**src/rtl/pairwise_cosine_top_three_top_macros.svh**
```systemverilog
// ----------------------------------------------------------------------------
// Assertion macros for the pairwise cosine top-three block
// Concurrent checks, compiled out when SYNTHESIS is defined.
// ----------------------------------------------------------------------------
`ifndef PAIRWISE_COSINE_TOP_THREE_TOP_MACROS_SVH
`define PAIRWISE_COSINE_TOP_THREE_TOP_MACROS_SVH

`ifndef SYNTHESIS
// same-cycle implication
`define PCST_ASSERT_IMP(lbl, clk, rst, ante, cons) \
  lbl: assert property (@(posedge clk) disable iff (rst) (ante) |-> (cons)) \
    else $error("pcst assertion failed");
// next-cycle implication
`define PCST_ASSERT_NXT(lbl, clk, rst, ante, cons) \
  lbl: assert property (@(posedge clk) disable iff (rst) (ante) |=> (cons)) \
    else $error("pcst assertion failed");
`else
`define PCST_ASSERT_IMP(lbl, clk, rst, ante, cons)
`define PCST_ASSERT_NXT(lbl, clk, rst, ante, cons)
`endif

`endif

```
**src/rtl/pcst_ram.sv**
```systemverilog
// ----------------------------------------------------------------------------
// pcst_ram
// Simple dual-port RAM: one write port, one read port, registered read data.
// ----------------------------------------------------------------------------
module pcst_ram #(
  parameter int WIDTH = 16,
  parameter int DEPTH = 256
) (
  input  logic                     clk,
  input  logic                     we,
  input  logic [$clog2(DEPTH)-1:0] waddr,
  input  logic [WIDTH-1:0]         wdata,
  input  logic [$clog2(DEPTH)-1:0] raddr,
  output logic [WIDTH-1:0]         rdata
);

  logic [WIDTH-1:0] mem [DEPTH];

  always_ff @(posedge clk) begin
    if (we) begin
      mem[waddr] <= wdata;
    end
    rdata <= mem[raddr];
  end

endmodule

```
**config.mk**
```make
export PLATFORM = sky130hd
export DESIGN_NAME = pcst_ram
export DESIGN_NICKNAME = d
export VERILOG_FILES = /design/src/rtl/pairwise_cosine_top_three_top_macros.svh /design/src/rtl/pcst_ram.sv
export SDC_FILE = /design/constraint.sdc
export NUM_CORES = 2
export LEC_CHECK = 0
export BUFFER_PORTS_ARGS = -buffer_cell sky130_fd_sc_hd__buf_2
export CAP_MARGIN = 5
export CORE_UTILIZATION = 40
export DETAILED_ROUTE_END_ITERATION = 10
export PLACE_DENSITY_LB_ADDON = 0.08
export RECOVER_POWER = 25
export SYNTH_ARGS = -nofsm -noshare
export SYNTH_HDL_FRONTEND = slang
export SYNTH_SLANG_ARGS = --single-unit
```
**constraint.sdc**
```tcl
create_clock -name clk -period 2.8 [get_ports clk]
set_input_delay 0.28 -clock clk [delete_from_list [all_inputs] [get_ports clk]]
set_output_delay 0.28 -clock clk [all_outputs]
set_load 0.02 [all_outputs]
```
; ---- Word-level counts from Yosys, hierarchy flattened
; Memories as Yosys holds them, arrays and structs flattened. A register that Yosys moved wholly into a read port is not among the register bits.
; Cells that the tools add are included.
[totals]
out_inout_bits = 16
ramBits = 4096
mem_count = 1
elab_cells = 3
input_bits = 34
reg_bits = 0
[mem_list]
columns = memory, depth, width, rd, rd_ports_with_merged_regs, wr, line_no
row1 = mem, 256, 16, 1, 1, 1, pcst_ram.sv:17  ; logic [WIDTH-1:0] mem [DEPTH];
[classes]
muxes = 2
[ops]
columns = operator, count
row1 = $mux 1, 2

; ---- Depth between registers and ports, before layout
[logic_depth]
ltp_word = 2
ltp_mapped = 12
depth_no_buf = 6

; ---- Worst setup path before layout
; No wires, ideal clock.
[synth_path]
path_kind = input port to flip-flop
from = in waddr[3]
to = mem mem[235][0] (enable)
path_buffers = 3
slack_ns = 0.355
required_time_ns = 2.412
setup_time_ns = 0.388
path_stages = 6
arrival_time_ns = 2.057
cell_sequence = clkbuf_1 > nor2b_1 > clkbuf_1 > nand4_1 > clkbuf_1 > nor2_1
[synth_lines]
columns = item, line_no
row1 = start: declaration, pcst_ram.sv:11  ; input logic [$clog2(DEPTH)-1:0] waddr,
row2 = end: declaration, pcst_ram.sv:17
; Straight into the memory's write port.

==> results.py <==
metrics = {
    "critical_path": {
        "rr_worst_depth": 8,
        "end_kind": "flop",
        "cp-start-kind": "flop",
        "crit_path_top_delay_cell": "mux4_2",
        "cpPeakStageDelay_ns": 0.48,
        "critPathMaxFanout": 1,
        "path_cells": "mux4_2 > mux2_2 > a22oi_1 > buf_4 > nand2_1 > o32ai_2 > buf_4 > nor4_1",
        "crit_required_ns": 3.66,
        "crit_path_frequent_cell": "buf_4",
        "critical_path_arrival_ns": 3.61,
        "crit_type": "reg2reg",
    },
    "detailed_routing": {
        "drc": 0,
        "via_per_inst": 5.77,
        "wl_per_cell_um": 33.9,
        "dr.pass1.iters": 7,
        "vias": 81479,
        "dr.first_iter.drc_count": 9262,
        "finalWirelength_mm": 479,
        "antenna_left": 0,
    },
    "placed_design": {
        "hpwlAfterDp_mm": 304,
        "place.gp.congestion": 0.862,
        "port_buffers": 49,
        "dp.cells": 13255,
    },
    "synthesis": {
        "postSynthAreaPerCell_um2": 21.6,
        "synth_cell_types": 52,
        "netlist_instances": 7360,
        "ys.warnings.count": 0,
        "synthFlopType": "edfxtp_1",
        "syn_area_um2": 159000,
        "synth_enable_flop_cells": 4096,
        "ys_seq_area_frac": 0.777,
        "synth-seq-cells": 4112,
        "syn_nets": 7394,
        "synth_async_sr_flop_share": 0,
    },
    "clocking": {
        "clock_sinks": 4112,
        "cts_tree": "built",
        "cts_root_buf": "clkbuf_16",
        "clock_path_buffers": 4,
        "htreeDepth": 5,
        "clk_latency_ns": 1.01,
        "cts_made_buffers": 445,
        "cts.clk_slew.worst_paths_ns": 0.06,
    },
    "power": {
        "switchingPower_mw": 29.4,
        "seqPwrFrac": 0.507,
        "p_int_mw": 105,
        "clkPwrFrac": 0.436,
        "p_leak_nw": 60.6,
        "power_density_nw_per_um2": 713,
        "finalPower_mw": 134,
        "ir_drop_mv": 0.580,
        "p_comb_frac": 0.056,
        "swShare": 0.219,
    },
    "worst_hold_path": {
        "holdPathStages": 4,
        "hp-class": "in2reg",
    },
    "timing": {
        "final.min_clock_period_ns": 2.74,
        "finalSetupViolCount": 0,
        "maxSlewHeadroom": -0.871,
        "clock_skew_ns": 0.0591,
        "drv_slew": 1091,
        "rsz0062_at_grt": "false",
        "hold_violations": 0,
        "fmax_ghz": 0.364,
        "worst_slew_pin_slew_ns": 2.81,
        "post-route-period-util": 0.980,
        "hold_ws_ns": 0.134,
    },
    "global_routing": {
        "antenna_found_initial": 42,
        "grt_pass1_wl_mm": 665,
        "grt_pass1_vias": 81849,
        "track_usage": 0.238,
        "gr-total-overflow": 0,
        "grt_max_degree": 110,
    },
    "floorplanning": {
        "rows": 230,
        "design.portCount": 50,
        "die_w_um": 632,
        "die_area_um2": 399000,
        "initial_core_util": 0.403,
        "core-area_um2": 394000,
        "die_h_um": 632,
    },
    "finish": {
        "drive_above_1_share": 0.313,
        "fillers": 32686,
        "final_common_cell": "edfxtp_1",
        "area_growth_pct": 18.5,
        "layout.cells.non_filler": 14109,
        "final_cell_mix": "edfxtp_1 (4096), buf_4 (827), mux4_2 (797), mux2i_1 (565), clkbuf_16 (448)",
        "nets": 8532,
    },
    "flow_run": {
        "drv_cap": 22,
    },
    "run_status": {
        "violations": "capacitance limit, slew limit",
        "status": "finished with violations",
    },
}
## routing by layer
metal  routed length [µm]  global-route usage  vias to the layer above
met5                   27                   0                        -
met4                10000              0.0491                        6
met3                28400              0.0332                      562
met2               226000               0.380                     2638
met1               214000               0.349                    44584
li1                     -                   -                    33689
## sequential cells by signal (all words and copies together) (netlist names)
| register | count |
|---|---|
| mem | 4096 |
| rdata | 16 |
## power by group through the flow
stage / Combinational, mW / Sequential [mW] / Clock (mW)
floorplan: 3.35 / 69.3 / 0
global placement: 7.59 / 69.3 / 0
detailed placement: 7.67 / 69.3 / 0
CTS: 7.72 / 68.0 / 59.6
global route: 7.92 / 68.0 / 61.8
finish: 7.57 / 68.0 / 58.5
## cells by family (layout without fill, tap and decap cells)
family / count (synthesis) / in the layout / synth area share
DFF: 4112 / 4112 / 0.777
muxes: 1450 / 1450 / 0.155
AOI/OAI and AO/OA: 786 / 786 / 0.0354
and+or+nand+nor: 556 / 556 / 0.0157
buffers and inverters: 456 / 1970 / 0.0169
other: 0 / 15 / 0
## path summary, 6_finish.rpt
path,slack [ns],endpoint,start
setup / recovery,0.06,rdata[14],mem[11][14]
hold / removal,0.13,mem[3][5],we
setup reg to reg,0.06,rdata[14],mem[11][14]
hold reg to reg,1.10,rdata[1],mem[234][1]
## per-stage QoR
step	TNS, ns	setup WS (ns)	util	area [µm²]
finish	0	0.0558	0.478	188000
global route	0	0.00994	0.478	188000
CTS	0	0.0439	0.479	189000
detailed placement	-13.07	-1.45	0.442	174000
global placement	-13.13	-1.42	0.442	174000
floorplan	0	0.355	-	159000
## cell type report
| class | count | area [µm²] | area share |
|---|---|---|---|
| antenna | 15 | 37.5 | 0.000200 |
| clock buffer | 536 | 11500 | 0.0614 |
| multi-input combinational | 2792 | 33300 | 0.177 |
| timing repair buffer | 1143 | 10300 | 0.0547 |
| clock inverter | 287 | 2960 | 0.0157 |
| inverter | 4 | 27.5 | 0.000146 |
| sequential | 4112 | 123000 | 0.656 |
| tap | 5220 | 6530 | 0.0347 |
## Yosys cell counts, types with 38 or more instances
cell type	count	area (µm²)
edfxtp_1	4096	123000
mux4_2	797	17900
mux2i_1	565	5660
nor2_1	304	1140
o221ai_1	252	2210
clkbuf_1	230	863
a21oi_1	175	876
o22ai_1	148	926
nor3_1	92	460
mux2_2	88	991
buf_6	77	867
buf_2	76	380
a22oi_1	43	323
nand2_1	38	143
## critical path: cells and delay by family, from the launching register on
kind	cells	cell delay, ns
AOI/OAI and AO/OA	2	0.82
DFF	1	0.36
and+or+nand+nor	2	0.22
muxes	2	0.79
buffers and inverters	2	0.44
## repair_timing
item                        CTS  global route
hold buffers                 16             0
hold endpoints to repair   1170             0
setup buffers                 0             0
gates cloned                  0             0
setup endpoints to repair     7             3
resized for setup             9             3
No activity file was read; power rests on OpenSTA's default activity.
